`src/hw/rtl/a2e_pkg.sv`:
```
// ----------------------------------------------------------------------------
// a2e_pkg
// Shared types, constants and the arctangent table of the axis-angle to Euler
// converter.
// ----------------------------------------------------------------------------
package a2e_pkg;

  localparam int unsigned CORDIC_STEPS_DEF = 16;
  localparam int unsigned TRIG_FRACTION_BITS_DEF = 14;
  localparam int unsigned TABLE_LEN = 24;

  // Width of the x and y lanes and of the angle lane in the CORDIC row.
  localparam int unsigned CW = 34;
  localparam int unsigned ZW = 34;
  localparam int unsigned ZXW = ZW + 1;
  // Width of an angle at 2048 units per turn before it is cut to a field.
  localparam int unsigned UW = ZW - 20;

  localparam logic signed [CW-1:0] GAIN_Q30 = CW'(64'sd652032874);
  localparam logic signed [ZW-1:0] HALF_TURN = ZW'(64'sh80000000);
  localparam logic signed [ZW-1:0] QUARTER_TURN = ZW'(64'sh40000000);

  localparam logic [1:0] POLE_GENERAL = 2'd0;
  localparam logic [1:0] POLE_NORTH = 2'd1;
  localparam logic [1:0] POLE_SOUTH = 2'd2;

  localparam logic [31:0] ATAN_TAB [TABLE_LEN] = '{
    32'd536870912, 32'd316933406, 32'd167458907, 32'd85004756,
    32'd42667331, 32'd21354465, 32'd10679838, 32'd5340245,
    32'd2670163, 32'd1335087, 32'd667544, 32'd333772,
    32'd166886, 32'd83443, 32'd41722, 32'd20861,
    32'd10430, 32'd5215, 32'd2608, 32'd1304,
    32'd652, 32'd326, 32'd163, 32'd81
  };

  // One operation travelling down the CORDIC row.
  typedef struct packed {
    logic valid;
    logic rot;
    logic signed [CW-1:0] x;
    logic signed [CW-1:0] y;
    logic signed [ZW-1:0] z;
  } cordic_t;

  typedef enum logic [1:0] {
    J_POLE,
    J_HEAD,
    J_ATT,
    J_BANK
  } job_t;

  typedef enum logic [4:0] {
    S_IDLE,
    S_ROT,
    S_ROT_WAIT,
    S_MUL_A,
    S_MUL_B,
    S_MUL_C,
    S_MUL_D,
    S_PMUL,
    S_VSEL,
    S_VPREP,
    S_NORM,
    S_VWAIT,
    S_VFIN,
    S_SQR,
    S_SQRT_GO,
    S_SQRT_WAIT,
    S_DONE
  } state_t;

endpackage

```
`src/hw/rtl/a2e_cell.sv`:
```
// ----------------------------------------------------------------------------
// a2e_cell
// One CORDIC micro-rotation with a fixed shift and arctangent, registered.
// ----------------------------------------------------------------------------
module a2e_cell #(
  parameter int unsigned SHIFT = 0,
  parameter logic [31:0] ANGLE = '0
) (
  input  logic             clk,
  input  logic             rst,
  input  a2e_pkg::cordic_t cin,
  output a2e_pkg::cordic_t cout
);
  import a2e_pkg::*;

  logic ccw;
  logic signed [CW-1:0] xs;
  logic signed [CW-1:0] ys;
  logic signed [ZW-1:0] ang;
  logic vld_q;
  logic mode_q;
  logic signed [CW-1:0] x_q;
  logic signed [CW-1:0] y_q;
  logic signed [ZW-1:0] z_q;

  assign xs = cin.x >>> SHIFT;
  assign ys = cin.y >>> SHIFT;
  assign ang = ZW'(ANGLE);

  // Rotation drives the angle to zero, vectoring drives y to zero.
  assign ccw = cin.rot ? !cin.z[ZW-1] : (cin.y[CW-1] || (cin.y == '0));

  always_ff @(posedge clk) begin
    if (rst) begin
      vld_q <= 1'b0;
    end else begin
      vld_q <= cin.valid;
    end
  end

  always_ff @(posedge clk) begin
    mode_q <= cin.rot;
    if (ccw) begin
      x_q <= cin.x - ys;
      y_q <= cin.y + xs;
      z_q <= cin.z - ang;
    end else begin
      x_q <= cin.x + ys;
      y_q <= cin.y - xs;
      z_q <= cin.z + ang;
    end
  end

  assign cout = '{valid: vld_q, rot: mode_q, x: x_q, y: y_q, z: z_q};

endmodule

```
`config.mk`:
```
export PLATFORM = sky130hd
export DESIGN_NAME = a2e_cell
export DESIGN_NICKNAME = d
export VERILOG_FILES = /design/src/hw/rtl/a2e_pkg.sv /design/src/hw/rtl/a2e_cell.sv
export SDC_FILE = /design/constraint.sdc
export NUM_CORES = 1
export LEC_CHECK = 0
export BUFFER_PORTS_ARGS = -buffer_cell sky130_fd_sc_hd__buf_2
export CORE_MARGIN = 2
export CORE_UTILIZATION = 55
export CTS_BUF_LIST = sky130_fd_sc_hd__clkbuf_8
export DETAILED_ROUTE_END_ITERATION = 10
export MAX_ROUTING_LAYER = met4
export PLACE_DENSITY = 0.83
export SLEW_MARGIN = 40
export SYNTH_ARGS = -nofsm -noshare
export SYNTH_HDL_FRONTEND = slang
export SYNTH_SLANG_ARGS = --single-unit
```
`constraint.sdc`:
```
create_clock -name clk -period 6.4 [get_ports clk]
set_input_delay 1.28 -clock clk [delete_from_list [all_inputs] [get_ports clk]]
set_output_delay 1.28 -clock clk [all_outputs]
set_load 0.02 [all_outputs]
```
[Word level (Yosys, flattened, before mapping)]
Index checks and enable logic that the tools add are counted.
Storage, ports and cells
  register bits: 104
  input bits: 106
  output and inout bits: 104
  logic and storage cells: 14
Operators by class
  $add $sub $neg: 3
  multiplexer cells: 3
  reductions and logical operators: 3
Operators by type and width (number)
  2-to-1 mux 34 bit: 2
  subtractor 34 bit: 2
  adder 34 bit: 1
  logical NOT 34 bit: 1
  logical NOT 1 bit: 1
  logical OR 1 bit: 1
  2-to-1 mux 1 bit: 1

[Logic depth before layout (Yosys ltp)]
Gate-level depths: netlist (run 1).
  word-level depth: 4
  mapped depth: 13
  mapped depth without buffers: 12

[Least setup slack after synthesis (run 1)]
Ideal clock, no wire load.
  kind: input port to flip-flop
  start: input cin[36] in the netlist's numbering
  end: register y_q[27]
  setup time: 0.130 ns
  data arrival time: 3.582 ns
  data required time: 6.270 ns
  slack: 2.688 ns
  stages on the path: 12
  path buffers: 1
  cell sequence: inv_1 ha_1 buf_4 nor2_1 a221o_1 a2111oi_4 a31oi_1 a31o_2 a21o_1 a211oi_2 mux2i_1 xnor2_1
Between the ends
  word-level cells in the longest chain between the ends: 4
  elaborated cells between the ends (all ways): 6
  those cells by class: 2 x add/sub; 2 x mux; 2 x reduce/logical
Ends and longest elaborated chain
  start, declared: line a2e_cell.sv:11  | input a2e_pkg::cordic_t cin,
  branches (longest 3 deep; another with subtractor 34 bit)
  2-to-1 mux 34 bit (*): line a2e_cell.sv:43  | if (ccw) begin
  end signal, assigned: line a2e_cell.sv:45  | y_q <= cin.y + xs;
  end signal, assigned: line a2e_cell.sv:49  | y_q <= cin.y - xs;
  end, declared: line a2e_cell.sv:23  | logic signed [CW-1:0] y_q;
Every way passes the cells marked *.
A chain may end at the register's enable or synchronous reset.

[Worst setup path in the final report (run 1)]
  start: input cin[52] in the netlist's numbering
  end: register x_q[31]
Between the ends
  word-level cells in the longest chain between the ends: 4
  elaborated cells between the ends (all ways): 6
  those cells by class: 2 x add/sub; 2 x mux; 2 x reduce/logical
Ends and longest elaborated chain
  branches (longest 3 deep; another with adder 34 bit)
  2-to-1 mux 34 bit (*): line a2e_cell.sv:43
  end signal, assigned: line a2e_cell.sv:44  | x_q <= cin.x - ys;
  end signal, assigned: line a2e_cell.sv:48  | x_q <= cin.x + ys;
  end, declared: line a2e_cell.sv:22  | logic signed [CW-1:0] x_q;
Marked as above.

==> out/metrics.yaml, run 1 <==
die_x_um: 123
cts_max_level: 3
fin_nets: 1366
synth_top_area_cell: "dfxtp_1"
drt_iter0_drc: 844
syn_area_mm2: 0.00783
power_density_mw_per_mm2: 237
n_antenna_cell: 0
drive_gt1_frac: 0.209
dieHeight_um: 123
synthArstFlopShare: 0
netlist_instances: 981
grt_max_degree: 47
post_cts_buffers: 0
crit_fanout: 13
ys_ff_latch: 103
cp.required_ps: 6710
power_frac_seq: 0.366
syn2layout_area_growth_pct: 16.8
io_pins: 210
crit_type: "primary input to register"
slowest_stage: "nor3_1"
synth_top_area_share: 0.263
period_minus_slack_ps: 4020
top_usage_layer: "met2"
status: "complete, no violations"
gr-total-overflow: 0
vias_per_cell: 5.96
finalPower_w: 0.00217
use_met2: 0.559
core_mm2: 0.0139
routed-via-count: 8010
p_comb_frac: 0.437
p_leak_nw: 4.42
synth_edf_count: 0
start_util: 0.564
p_int_w: 0.00125
slowest_delay_ps: 560
cts_sinks: 103
synth_fp_nets: 1189
tightest_slew_ps: 799
ys_types: 67
swShare: 0.422
critPathCaptureType: "register"
grt_usage: 0.337
grt_use_met1: 0.405
root_buffer: "clkbuf_8"
drc: 0
yosysMostFrequentCell: "a21oi_1"
ys_top_cells_by_count: "a21oi_1, dfxtp_1, ha_1"
antenna_found_initial: 0
n_fill_cell: 1247
gp_congestion: 1.00
yosysSeqAreaShare: 0.263
final_max_slew_viol_count: 0
startpoint_type: "primary input"
power.switching_w: 0.000913
power_frac_clock: 0.198
drtAntennaViolNets: 0
clk_pin_slew_worst_paths_ps: 130
numCtsBuffers: 9
rsz0062_at_grt: "no"
finalHoldViolCount: 0
cts_tree: "built"
synth_area_leaders: "dfxtp_1, ha_1, a21oi_1"
row_count: 43
final_util: 0.659
port-buffer-count: 209
fmax_mhz: 249
cts_buffer_depth: 2
avgSynthCellArea_um2: 7.99
crit_arrival_ps: 4340
design.die.area_mm2: 0.0152
grt_util_met3: 0.0586
setup_viol: 0
hpwl_mm: 20.4
yosys_most_used_dff: "dfxtp_1"
fin_crit_sh: 0.629
ctsHoldBuffers: 0
fin_setup_tns_ps: 0
cpLargestDelayFamily: "compound AO/OA/AOI/OAI gates"
drv_cap: 0
cts_resized: 0
ir_drop_mv: 0.128
grt_pass1_wl_mm: 38.2
yosys_warnings: 0
routed_wl_mm: 25.4
path_buf_inv: 2
grt_pass1_vias: 7493
wl_per_cell_um: 18.9
path_cells: "buf_2 > inv_1 > ha_1 > nand2_1 > nor2_1 > a211oi_1 > o221ai_1 > nor3_1 > o2111ai_1 > a311oi_1 > a21oi_1 > xor2_1"
hold_class: "primary input to register"
drt-pass1-iter-count: 6
relSlewSlack: 0.460
## cell type report
type | instances | area, um2 | area share
multi-input cells | 729 | 5200 | 0.569
repair buffers | 213 | 1080 | 0.118
clock buffers | 9 | 124 | 0.0135
flip-flops and latches | 103 | 2060 | 0.225
well taps | 180 | 225 | 0.0246
inverters | 102 | 383 | 0.0418
clock inverters | 7 | 77.6 | 0.00848
## cells by family (layout without fill, tap and decap cells)
logic type	after synthesis	count (layout)	synth area share
flip-flops	103	103	0.263
multiplexers	20	20	0.0257
AND/OR/NAND/NOR	211	211	0.132
buffers and inverters	149	331	0.0744
XOR/XNOR	65	65	0.0727
AO/OA/AOI/OAI	331	331	0.266
adder cells (fa/ha/maj)	102	102	0.166
## path summary, 6_finish.rpt
kind	startpoint	end	slack, ps	cells past startpoint
setup / recovery	cin[52]	x_q[31]	2380	12
hold / removal	cin[6]	z_q[6]	960	1
## metal layers
| metal | vias up | wire (um) |
|---|---|---|
| met5 | - | 0 |
| met4 | 0 | 839 |
| met3 | 68 | 2210 |
| met2 | 412 | 12100 |
| met1 | 3741 | 10300 |
| li1 | 3789 | - |
## flip-flops by register name (all words and copies together) (netlist names)
| signal | count |
|---|---|
| mode_q | 1 |
| vld_q | 1 |
| x_q | 34 |
| y_q | 33 |
| z_q | 34 |
## layout by cell type, fill, tap and decap left out, drive strengths merged, types with 5 or more instances in the layout
cell      n
clkbuf    9
a211oi   15
nor3     20
nor2     67
nor4     15
dfxtp   103
nand4     9
o21ai    73
a211o     5
or4       5
o211ai    7
ha       99
mux2i    19
xnor2    60
a21o     15
nand2    39
a21oi   122
o31a      5
xor2      5
clkinv    8
o31ai     8
nand3    10
inv     101
a31oi     6
or3       5
a311oi    5
and3      5
nor2b    18
nand2b    5
o21bai   22
o21a     10
buf     213
a221oi    5
## through the flow
step	setup slack (ps)	instances	hold slack (ps)	cell area [um2]
floorplan	2690	981	1310	7830
global placement	1970	1327	1380	8950
detailed placement	2020	1327	1380	8950
CTS	2460	1343	953	9150
global route	2140	1343	946	9150
finish	2380	1343	963	9150
## power groups by stage
| stage | Clock, W | Combinational, W | Sequential (W) |
|---|---|---|---|
| after floorplan | 0 | 0.000462 | 0.000964 |
| after global placement | 0 | 0.000928 | 0.000804 |
| after CTS | 0.000435 | 0.000934 | 0.000794 |
| final | 0.000428 | 0.000946 | 0.000792 |
| after global routing | 0.000465 | 0.00101 | 0.000803 |
| after detailed placement | 0 | 0.000929 | 0.000809 |
(Power assumes the default switching activity.)
==> run 2, diff against run 1 <==
==> constraint.sdc (replaced) <==
create_clock -name clk -period 4.1 [get_ports clk]
set_input_delay 0.82 -clock clk [delete_from_list [all_inputs] [get_ports clk]]
set_output_delay 0.82 -clock clk [all_outputs]
set_load 0.02 [all_outputs]
==> run 2 against run 1 <==
  * Worst setup slack lost 1800 ps
  * Clock-buffer cell count is the same
  * Total power grew 62%
  * Utilization grew 1.3 points
  * Clock power grew 82%
  * Global-route usage grew 0.22 points
  * Die area is the same
  * Sequential power grew 57%
  * Critical endpoint is now x_q[32]
  * Non-clock buffer count grew 18
  * Critical path depth is the same
  * Flip-flop and latch count is the same
==> out/metrics.yaml, run 2 (synthesized netlist as in run 1, its figures left out) <==
syn2layout_area_growth_pct: 19.2
crit_fanout: 9
hold_class: "primary input to register"
slowest_delay_ps: 620
final_util: 0.673
ctsHoldBuffers: 0
cts_buffer_depth: 2
cp.required_ps: 4420
fmax_mhz: 286
drc: 0
cts_resized: 0
rsz0062_at_grt: "no"
grt_usage: 0.339
path_buf_inv: 2
critPathCaptureType: "register"
die_x_um: 123
cpLargestDelayFamily: "compound AO/OA/AOI/OAI gates"
numCtsBuffers: 9
cts_tree: "built"
fin_nets: 1384
routed_wl_mm: 25.1
period_minus_slack_ps: 3490
startpoint_type: "primary input"
crit_type: "primary input to register"
dp_slack_ps: 308
wl_per_cell_um: 18.4
slowest_stage: "a311oi_1"
dp.cells: 1345
grt_pass1_vias: 7569
dieHeight_um: 123
hold_slack_ps: 506
setup_viol: 0
drt-pass1-iter-count: 6
p_leak_nw: 4.53
final_max_slew_viol_count: 0
vias_per_cell: 5.95
layout_commonest_cell: "buf_2"
setup_slack_ps: 607
gp_congestion: 1.07
row_count: 43
hpwl_mm: 20.0
ir_drop_mv: 0.190
power_density_mw_per_mm2: 377
start_util: 0.564
path_cells: "buf_2 > inv_1 > ha_1 > a21oi_1 > o21ai_0 > a211oi_1 > o21ai_0 > a311oi_1 > nor2_1 > o311ai_1 > o41ai_1 > a211oi_1"
cts_max_level: 3
fin_setup_tns_ps: 0
layout.cells.non_filler: 1363
core_mm2: 0.0139
design.die.area_mm2: 0.0152
fin_crit_sh: 0.852
reg.largest.list: "x_q x34, z_q x34, y_q x33"
status: "complete, no violations"
port-buffer-count: 209
grt_pass1_wl_mm: 38.7
drive_gt1_frac: 0.221
tightest_slew_ps: 767
routed-via-count: 8112
drt_iter0_drc: 908
antenna_found_initial: 2
cts_sinks: 103
drv_cap: 0
finalHoldViolCount: 0
relSlewSlack: 0.483
root_buffer: "clkbuf_8"
gr-total-overflow: 0
io_pins: 210
grt_max_degree: 50
final_cell_mix: "buf_2, a21oi_1, dfxtp_1"
clk_pin_slew_worst_paths_ps: 110
post_cts_buffers: 0
crit_arrival_ps: 3810
drtAntennaViolNets: 0
[run 2: changes by cell type in the layout (fill, tap and decap cells not counted)]
cell	previous run	this run
clkinv_4	2	1
diode_2	0	2
bufinv_16	0	2
buf_4	4	22
clkinv_2	1	0
[run 2: power breakdown]
group / switching [W] / internal (W) / total [W]
logic: 0.000955 / 0.000547 / 0.00150
registers: 0.0000485 / 0.00119 / 0.00124
clock network: 0.000414 / 0.000363 / 0.000777
total: 0.00142 / 0.00210 / 0.00352
[run 2: per-layer routing]
| metal | vias to the layer above | global-route usage | part of all wire |
|---|---|---|---|
| met5 | - | - | 0 |
| met4 | 0 | 0.145 | 0.039 |
| met3 | 91 | 0.0494 | 0.087 |
| met2 | 440 | 0.553 | 0.47 |
| met1 | 3749 | 0.418 | 0.41 |
| li1 | 3832 | - | - |
[run 2: final timing paths]
check	start	to	slack, ps	depth (start not counted)
worst max-delay path	cin[45]	x_q[32]	610	12
worst min-delay path	cin[30]	z_q[30]	510	1
[run 2: layout make-up]
class	instances	area, um2
inverters	102	383
repair buffers	231	1210
diodes	2	5.00
multi-input cells	729	5200
clock buffers	9	124
clock inverters	7	124
flip-flops and latches	103	2060
fillers	1237	4540
well taps	180	225
[run 2: through the flow]
| step | area (um2) | total power, W |
|---|---|---|
| global route | 9340 | 0.00370 |
| CTS | 9330 | 0.00351 |
| global placement | 9080 | 0.00272 |
| finish | 9340 | 0.00352 |
| detailed placement | 9080 | 0.00273 |
| floorplan | 7830 | 0.00223 |
