<file path="src/hw/rtl/a2e_pkg.sv">
// ----------------------------------------------------------------------------
// a2e_pkg
// Shared types, constants and the arctangent table of the axis-angle to Euler
// converter.
// ----------------------------------------------------------------------------
package a2e_pkg;

  localparam int unsigned CORDIC_STEPS_DEF = 16;
  localparam int unsigned TRIG_FRACTION_BITS_DEF = 14;
  localparam int unsigned TABLE_LEN = 24;

  // Width of the x and y lanes and of the angle lane in the CORDIC row.
  localparam int unsigned CW = 34;
  localparam int unsigned ZW = 34;
  localparam int unsigned ZXW = ZW + 1;
  // Width of an angle at 2048 units per turn before it is cut to a field.
  localparam int unsigned UW = ZW - 20;

  localparam logic signed [CW-1:0] GAIN_Q30 = CW'(64'sd652032874);
  localparam logic signed [ZW-1:0] HALF_TURN = ZW'(64'sh80000000);
  localparam logic signed [ZW-1:0] QUARTER_TURN = ZW'(64'sh40000000);

  localparam logic [1:0] POLE_GENERAL = 2'd0;
  localparam logic [1:0] POLE_NORTH = 2'd1;
  localparam logic [1:0] POLE_SOUTH = 2'd2;

  localparam logic [31:0] ATAN_TAB [TABLE_LEN] = '{
    32'd536870912, 32'd316933406, 32'd167458907, 32'd85004756,
    32'd42667331, 32'd21354465, 32'd10679838, 32'd5340245,
    32'd2670163, 32'd1335087, 32'd667544, 32'd333772,
    32'd166886, 32'd83443, 32'd41722, 32'd20861,
    32'd10430, 32'd5215, 32'd2608, 32'd1304,
    32'd652, 32'd326, 32'd163, 32'd81
  };

  // One operation travelling down the CORDIC row.
  typedef struct packed {
    logic valid;
    logic rot;
    logic signed [CW-1:0] x;
    logic signed [CW-1:0] y;
    logic signed [ZW-1:0] z;
  } cordic_t;

  typedef enum logic [1:0] {
    J_POLE,
    J_HEAD,
    J_ATT,
    J_BANK
  } job_t;

  typedef enum logic [4:0] {
    S_IDLE,
    S_ROT,
    S_ROT_WAIT,
    S_MUL_A,
    S_MUL_B,
    S_MUL_C,
    S_MUL_D,
    S_PMUL,
    S_VSEL,
    S_VPREP,
    S_NORM,
    S_VWAIT,
    S_VFIN,
    S_SQR,
    S_SQRT_GO,
    S_SQRT_WAIT,
    S_DONE
  } state_t;

endpackage

</file>
<file path="src/hw/rtl/a2e_isqrt.sv">
// ----------------------------------------------------------------------------
// a2e_isqrt
// Integer square root of a 64-bit value, one result bit per cycle.
// ----------------------------------------------------------------------------
module a2e_isqrt (
  input  logic        clk,
  input  logic        rst,
  input  logic        start,
  input  logic [63:0] value,
  output logic        done,
  output logic [31:0] root
);
  import a2e_pkg::*;

  logic        busy;
  logic [63:0] rem;
  logic [63:0] res;
  logic [63:0] bitv;
  logic [63:0] trial;

  assign trial = res + bitv;

  always_ff @(posedge clk) begin
    if (rst) begin
      busy <= 1'b0;
      done <= 1'b0;
    end else begin
      done <= busy && (bitv == 64'd1);
      if (start) begin
        busy <= 1'b1;
      end else if (busy && (bitv == 64'd1)) begin
        busy <= 1'b0;
      end
    end
  end

  always_ff @(posedge clk) begin
    if (start) begin
      rem  <= value;
      res  <= '0;
      bitv <= 64'd1 << 62;
    end else if (busy) begin
      if (rem >= trial) begin
        rem <= rem - trial;
        res <= (res >> 1) + bitv;
      end else begin
        res <= res >> 1;
      end
      bitv <= bitv >> 2;
    end
  end

  assign root = res[31:0];

`ifndef SYNTHESIS
  a_start_idle: assert property (@(posedge clk) disable iff (rst) start |-> !busy)
    else $error("square root started while busy");
  a_done_idle: assert property (@(posedge clk) disable iff (rst) done |-> !busy)
    else $error("square root done while still iterating");
  a_bit_onehot: assert property (@(posedge clk) disable iff (rst) busy |-> $onehot(bitv))
    else $error("square root trial bit lost");
`endif

endmodule

</file>
<file path="config.mk">
export PLATFORM = sky130hd
export DESIGN_NAME = a2e_isqrt
export DESIGN_NICKNAME = d
export VERILOG_FILES = /design/src/hw/rtl/a2e_pkg.sv /design/src/hw/rtl/a2e_isqrt.sv
export SDC_FILE = /design/constraint.sdc
export NUM_CORES = 1
export LEC_CHECK = 0
export BUFFER_PORTS_ARGS = -buffer_cell sky130_fd_sc_hd__buf_2
export CAP_MARGIN = 20
export CORE_MARGIN = 3
export CORE_UTILIZATION = 33
export DETAILED_ROUTE_END_ITERATION = 10
export GPL_ROUTABILITY_DRIVEN = 0
export PLACE_DENSITY = 0.45
export SYNTH_ARGS = -nofsm -noshare
export SYNTH_HDL_FRONTEND = slang
export SYNTH_SLANG_ARGS = --single-unit
</file>
<file path="constraint.sdc">
create_clock -name clk -period 11.55 [get_ports clk]
set_input_delay 2.31 -clock clk [delete_from_list [all_inputs] [get_ports clk]]
set_output_delay 2.31 -clock clk [all_outputs]
set_load 0.01 [all_outputs]
</file>
Yosys cells after proc, flatten, opt, wreduce, memory -nomap -nowiden
Cells that the tools add are included.
W data, S select, Z words.
- equal/unequal tests: 1
- multiplexer cells: 6
- reduce and logical (&&, ||, !) cells: 5
- magnitude comparators: 1
- $add $sub $neg: 3
- operator list (operator ; count):
    $mux W64 ; 4
    $add A63 B63 Y64 ; 1
    $add A64 B63 Y64 ; 1
    $ge A64 B64 Y1 ; 1
    $sub A64 B64 Y64 ; 1
    $eq A32 B1 Y1 const B ; 1
    $reduce_bool A2 Y1 ; 3
    $mux W1 ; 2
    $reduce_and A2 Y1 ; 1
    $logic_and A1 B1 Y1 ; 1
- register bits after elaboration: 162
- output and inout port bits: 33
- bits of input ports: 67
- word-level logic and storage cells: 21

Depth between registers and ports, before layout
Gate-level depths: netlist of run 1.
- depth after elaboration: 5
- depth in mapped cells: 29
- mapped depth without buffers: 25

Worst setup path after synthesis of run 1
No wires, ideal clock.
- path kind: reg-to-reg
- start: reg res[2]
- end: reg rem[0], enable pin
- slack: 5.258 ns
- cell stages (with the launch flop): 24
- library setup time: 0.394 ns
- buffers on the path: 2
- period minus slack after synthesis: 6.292 ns
- required time: 11.156 ns
- arrival: 5.897 ns
- cells stage by stage: dfxtp_1 ha_1 a31o_2 a31oi_1 o21ai_0 a21o_1 a221oi_4 o211ai_1 a21o_1 a21o_1 a31oi_1 o21ai_1 xnor2_1 ha_1 nand2_1 nor3_1 nor3b_1 inv_1 or4_1 o21a_1 buf_4 buf_6 nor2_1 or2_2
- word-level cells in the longest chain between the ends: 4
- RTL lines (item ; line ; source):
    start, declared ; a2e_isqrt.sv:17 ; logic [63:0] res;
    start signal, assigned ; a2e_isqrt.sv:45 ; res <= (res >> 1) + bitv;
    start signal, assigned ; a2e_isqrt.sv:47 ; res <= res >> 1;
    $add A64 B63 Y64 ; a2e_isqrt.sv:21 ; assign trial = res + bitv;
    $ge A64 B64 Y1 ; a2e_isqrt.sv:43 ; if (rem >= trial) begin
    $reduce_bool A2 Y1 (no line) ; n/a ;
    $reduce_and A2 Y1 (no line) ; n/a ;
    end signal, assigned ; a2e_isqrt.sv:39 ; rem <= value;
    end signal, assigned ; a2e_isqrt.sv:44 ; rem <= rem - trial;
    end, declared ; a2e_isqrt.sv:16 ; logic [63:0] rem;
No other way between the ends.
A chain may end at the register's enable or synchronous reset.

Worst setup path after layout of run 1
- start: reg res[2]
- end: reg rem[7], enable pin
The elaborated chain is that of the path after synthesis.

==> results.toml, run 1 <==
[critical_path]
criticalPathCategory = "flop to flop"
worstPathCellList = "ha_1, a31o_2, a31oi_1, o21ai_0, a21o_1, a221oi_4, o211ai_1, a21o_1, a21o_1, a31oi_1, o21ai_1, xnor2_1, ha_1, nand2_1, nor3_1, nor3b_1, inv_1, or4_1, o21a_2, nor2_1, or2_2, buf_4"
crit_path_end_kind = "flop"
max_stage_delay_ns = 0.63
cp_max_fo = 64
cp-start-kind = "flop"
worst-path-buf-inv = 2
critPathTopFamily = "compound AO/OA/AOI/OAI gates"
crit_slowest_cell = "buf_4"
crit_top_cell = "a21o_1"
cp_data_arrival_time_ns = 7.23
critPathRequiredTime_ns = 11.65

[synth]
syn_nets = 2113
synth_cell_type_count = 69
synth.top_cell.area_share = 0.131
synth_top_family_by_area = "compound AO/OA/AOI/OAI gates"
avgSynthCellArea_sq_um = 7.83
synth_compound_area_frac = 0.267
synth_area_sq_um = 15000
synthAdderAreaFrac = 0.110
yosysTopAreaCell = "dfxtp_1"
ys_async_sr_fraction = 0
syn_inst = 1915
ys_seq_area_frac = 0.259
synth-edff-count = 64
synthXorXnorAreaFrac = 0.0876
synth_warnings = 0
synth-simple-area-share = 0.185
ys_seq_elements = 162
synthMuxAreaShare = 0.0353
synth_area_leaders = "dfxtp_1 13%, edfxtp_1 13%, ha_1 11%"
yosys_most_used_dff = "dfxtp_1"

[floorplanning]
design.core.area_sq_um = 44600
chipHeight_um = 219
io_pins = 100
dieArea_sq_um = 48100
rows = 77
die_x_um = 219
start_util = 0.336

[finish]
diodes = 0
drive_above_1_share = 0.0933
syn2layout_area_growth_pct = 8.50
multiInputGateArea_sq_um = 10300
register_area_sq_um = 3890
finish.net_count = 2115
fin_area_sq_um = 16300
final_common_cell = "nand2_1"
final_cell_mix = "221 x nand2_1, 196 x nor2_1, 174 x o21ai_0"
fill_cells = 4758

[clock_network]
post-cts-setup-buffers = 0
clock-sinks = 162
cts_buffers = 17
cts_resized = 0
cts-root-buf = "clkbuf_16"
hold_buffers = 0
clk_transition_reported_paths_ns = 0.07
clockBufferDepth = 2
cts_tree = "built"
h-tree-depth = 4
clkLatencyLatePin_ns = 0.49

[pwr]
peakVddDrop_uv = 103
seq_power_share = 0.247
p_sw_mw = 1.82
p_leak_nw = 6.30
p_int_mw = 1.99
clkPwrFrac = 0.156
power_density_nw_per_um2 = 234
netSwitchingFraction = 0.478
pwr-share-comb = 0.597

[timing]
relSlewSlack = 0.250
fin_setup_tns_ns = 0
finalMaxSlewViolations = 0
final_hold_viol_count = 0
fin_skew_ns = 0.0147
worstMarginPinSlew_ns = 1.12
finalCriticalPeriod_ns = 7.12
period_share = 0.617
fmax_ghz = 0.140
rsz0062_at_grt = "false"
finalSetupViolCount = 0

[min_path]
hp-class = "flop to flop"

[global_routing]
track_usage = 0.200
first_global_vias = 13200
antenna_found_initial = 0
grt_start_max_net_pins = 92
grt_overflow = 0
grt_pass1_wl_um = 75200

[placed_design]
dpl-instance-area_sq_um = 15700
dpl.hpwl_um = 36400
port_buffers = 99

[drt]
drc = 0
dr.pass1.iters = 5
routed-via-count = 13900
routed_wl_um = 47300
wl_per_cell_um = 18.8
ant_nets = 0
dr.first_iter.drc_count = 1120
via_per_inst = 5.51

[job]
max-cap-violations = 0

[status]
outcome = "finished, final reports clean"
[per-layer routing]
layer,track usage,vias up,part of all wire
met5,0,-,0
met4,0.0590,0,0.019
met3,0.0321,52,0.045
met2,0.273,321,0.39
met1,0.316,6492,0.54
li1,-,7043,-
[stage by stage]
stage	hold WS [ns]	utilization	setup slack [ns]	std cells	power, mW
global placement	0.498	0.352	4.65	2490	3.21
floorplan	0.478	-	5.26	1915	2.66
CTS	0.514	0.365	4.41	2522	3.82
global route	0.545	0.365	3.76	2522	4.14
detailed placement	0.505	0.352	4.46	2490	3.20
finish	0.507	0.365	4.43	2522	3.81
[path summary, 6_finish.rpt]
path	start	to	slack, ns	depth (start not counted)
max reg2reg	res[2]$_SDFFE_PP0P_	rem[7]$_DFFE_PP_	4.43	22
min	res[0]$_SDFFE_PP0P_	res[0]$_SDFFE_PP0P_	0.51	2
min reg2reg	res[0]$_SDFFE_PP0P_	res[0]$_SDFFE_PP0P_	0.51	2
max	res[2]$_SDFFE_PP0P_	rem[7]$_DFFE_PP_	4.43	22
[cell type report]
class / instances / share of cell area
multi-input combinational: 1572 / 0.632
sequential: 162 / 0.239
clock inverter: 14 / 0.00915
inverter: 56 / 0.0129
tap: 592 / 0.0455
timing repair buffer: 108 / 0.0350
clock buffer: 18 / 0.0270
[cells in the mapped netlist, drive strengths merged, types with 45 or more instances]
master / n
buf: 52
ha: 130
a21o: 54
xnor2: 77
clkbuf: 73
inv: 56
a21oi: 122
xor2: 73
mux2i: 45
a31oi: 62
dfxtp: 98
edfxtp: 64
o21ai: 180
nand2: 221
nor2: 196
[cells by family after synthesis]
group / count (synthesis)
compound gates: 622
xor+xnor: 150
fa+ha+maj: 131
buf+inv: 181
flops: 162
mux: 52
simple gates: 617
[power groups by stage]
stage	combinational, mW	clock, mW	sequential (mW)
4_1_cts	2.26	0.615	0.941
5_1_grt	2.55	0.631	0.961
6_report	2.27	0.593	0.942
3_3_place_gp	2.26	0	0.954
2_1_floorplan	1.78	0	0.878
3_5_place_dp	2.25	0	0.952
[flip-flops by register name, summed over array words and instances, names as in the netlist]
name	flops
bitv	32
res	64
rem	64
busy	1
done	1
[worst register-to-register path, delay by kind of cell (launching register included)]
kind | cells | cell delay (ns)
AOI/OAI and AO/OA | 11 | 2.79
xor gates and xnor gates | 1 | 0.16
adders and majority gates | 2 | 0.71
buffers and inverters | 2 | 0.72
DFF | 1 | 0.44
and+or+nand+nor | 6 | 1.80
No activity file was read; power rests on OpenSTA's default activity.
==> run 2: changes to the inputs <==
Settings changed: ABC_AREA set to 1, PLACE_DENSITY 0.45 to 0.44.
Clock period 11.55 ns to 6.9 ns, I/O delays scaled along.
==> results.toml, run 2 <==
[status]
outcome = "finished, final reports clean"

[synth]
synth_area_sq_um = 20200
ys_seq_area_frac = 0.192
syn_inst = 3600
synth_area_leaders = "nand2_1 23%, dfxtp_1 9.7%, edfxtp_1 9.5%"
synth_warnings = 0
synth.top_cell.area_share = 0.227
ys_async_sr_fraction = 0
yosysTopAreaCell = "nand2_1"
yosys_most_used_dff = "dfxtp_1"
ys_seq_elements = 162
synth_cell_type_count = 47
synth_common_cells = "1,225 x nand2_1, 497 x inv_1, 417 x nor2_1"
syn_nets = 3798
synth-edff-count = 64
avgSynthCellArea_sq_um = 5.62
synth_most_common_cell = "nand2_1"

[floorplanning]
rows = 90
chipHeight_um = 254
io_pins = 100
die_x_um = 254
design.core.area_sq_um = 60500
dieArea_sq_um = 64300
start_util = 0.334

[finish]
final_cell_mix = "1,224 x nand2_1, 496 x inv_1, 417 x nor2_1"
fill_cells = 6905
diodes = 0
finish.net_count = 3808
reg_top3 = "rem x64, res x64, bitv x32"
final_common_cell = "nand2_1"
drive_above_1_share = 0.0541
syn2layout_area_growth_pct = 7.25
postLayoutCoreUtil = 0.359

[critical_path]
cp_data_arrival_time_ns = 5.92
cp-start-kind = "flop"
crit_start = "res[10]$_SDFFE_PP0P_"
critPathRequiredTime_ns = 7.03
cp_max_fo = 64
crit_top_cell = "nand2_1"
r2r-start = "res[10]$_SDFFE_PP0P_"
crit_slowest_cell = "buf_4"
max_stage_delay_ns = 0.67
criticalPathCategory = "flop to flop"
crit_path_end_kind = "flop"
worstPathCellList = "ha_1, nand2_1, o21ai_0, nor2_1, nand2_1, o21ai_0, o21ai_2, nand2_1, nand2_1, nand2_1, nand2_1, xor2_1, ha_1, nand2_1, nor2_1, inv_2, nor2_2, nand2_1, nor3_2, nand2_2, nand2_2, nand2_2, nand2_2, buf_4"

[clock_network]
clk_transition_reported_paths_ns = 0.08
clockBufferDepth = 2
post-cts-setup-buffers = 0
cts-root-buf = "clkbuf_16"
clock-sinks = 162
cts_buffers = 17
h-tree-depth = 4
cts_resized = 0
cts_tree = "built"
hold_buffers = 0
clkLatencyLatePin_ns = 0.51

[job]
max-cap-violations = 0

[timing]
finalCriticalPeriod_ns = 5.79
finalMaxSlewViolations = 0
fin_skew_ns = 0.0228
fmax_ghz = 0.173
whs_ns = 0.518
final_hold_viol_count = 0
finalSetupViolCount = 0
period_share = 0.839
worstMarginPinSlew_ns = 1.07
relSlewSlack = 0.289
fin_setup_tns_ns = 0
rsz0062_at_grt = "false"

[pwr]
p_sw_mw = 5.67
p_int_mw = 4.14
netSwitchingFraction = 0.578
clkPwrFrac = 0.102
p_leak_nw = 9.92
pwr-share-comb = 0.699
power_density_nw_per_um2 = 452
seq_power_share = 0.199
total_power_mw = 9.81
peakVddDrop_uv = 270

[global_routing]
grt_pass1_wl_um = 133000
grt_overflow = 0
track_usage = 0.276
antenna_found_initial = 0
grt_start_max_net_pins = 76
first_global_vias = 22300

[placed_design]
dpl.hpwl_um = 72600
port_buffers = 99

[drt]
routed_wl_um = 89400
dr.first_iter.drc_count = 1876
ant_nets = 0
dr.pass1.iters = 7
routed-via-count = 23100
drc = 0
wl_per_cell_um = 20.3
via_per_inst = 5.24

[min_path]
hold_start = "res[0]$_SDFFE_PP0P_"
hp-class = "flop to flop"
==> run 2: changes by cell type after synthesis, sizes merged, moves of 39 or more <==
cell | previous run | this run
inv | 56 | 503
mux2i | 45 | 0
nor2 | 196 | 429
a31oi | 62 | 13
a21oi | 122 | 225
nand2 | 221 | 1232
a21o | 54 | 15
nand3 | 35 | 307
==> run 2: per-layer routing <==
layer | up-vias | part of all wire | global-route usage
met5 | - | 0 | 0
met4 | 0 | 0.047 | 0.130
met3 | 170 | 0.051 | 0.0304
met2 | 804 | 0.46 | 0.461
met1 | 10600 | 0.44 | 0.357
li1 | 11500 | - | -
==> run 2: area by class of cell <==
cell class / instances / area [sq um] / area share
sequential: 162 / 3890 / 0.179
clock buffer: 18 / 439 / 0.0202
multi-input combinational: 2815 / 13800 / 0.636
inverter: 503 / 1890 / 0.0870
clock inverter: 14 / 115 / 0.00531
timing repair buffer: 111 / 588 / 0.0271
tap: 782 / 978 / 0.0451
==> run 2: worst max-delay path: cells and delay by family (launching register included) <==
| family | cells | cell delay (ns) |
|---|---|---|
| XOR/XNOR | 1 | 0.39 |
| flip-flops | 1 | 0.63 |
| AO/OA/AOI/OAI | 3 | 0.98 |
| buffers and inverters | 2 | 0.75 |
| AND/OR/NAND/NOR | 16 | 1.90 |
| adder cells (fa/ha/maj) | 2 | 0.61 |
==> run 2: through the flow <==
| stage | instances | setup slack [ns] | cell area (sq um) |
|---|---|---|---|
| finish | 4405 | 1.11 | 21700 |
| global route | 4405 | 0.697 | 21700 |
| CTS | 4405 | 1.17 | 21700 |
| detailed placement | 4373 | 1.20 | 21100 |
| global placement | 4373 | 1.21 | 21100 |
| floorplan | 3600 | 1.90 | 20200 |
==> run 2: cells by family (layout without fill, tap and decap cells) <==
logic type	count (synthesis)	in the layout	synth area share
adders and majority gates	131	131	0.0814
buffers and inverters	623	646	0.126
DFF	162	162	0.192
xor gates and xnor gates	99	99	0.0429
and+or+nand+nor	2102	2102	0.428
AOI/OAI and AO/OA	483	483	0.129
==> run 2: worst paths after layout <==
kind	end	slack, ns	cells past startpoint
worst max register to register	rem[14]$_DFFE_PP_	1.11	24
worst max-delay path	rem[14]$_DFFE_PP_	1.11	24
worst min register to register	res[0]$_SDFFE_PP0P_	0.52	2
worst min-delay path	res[0]$_SDFFE_PP0P_	0.52	2
==> run 2: power by group through the flow <==
stage / clock network (mW) / registers (mW) / logic, mW
2_1_floorplan: 0 / 1.65 / 5.00
3_3_place_gp: 0 / 1.96 / 6.74
3_5_place_dp: 0 / 1.96 / 6.72
4_1_cts: 1.02 / 1.94 / 6.76
5_1_grt: 1.05 / 2.00 / 7.65
6_report: 0.996 / 1.96 / 6.86
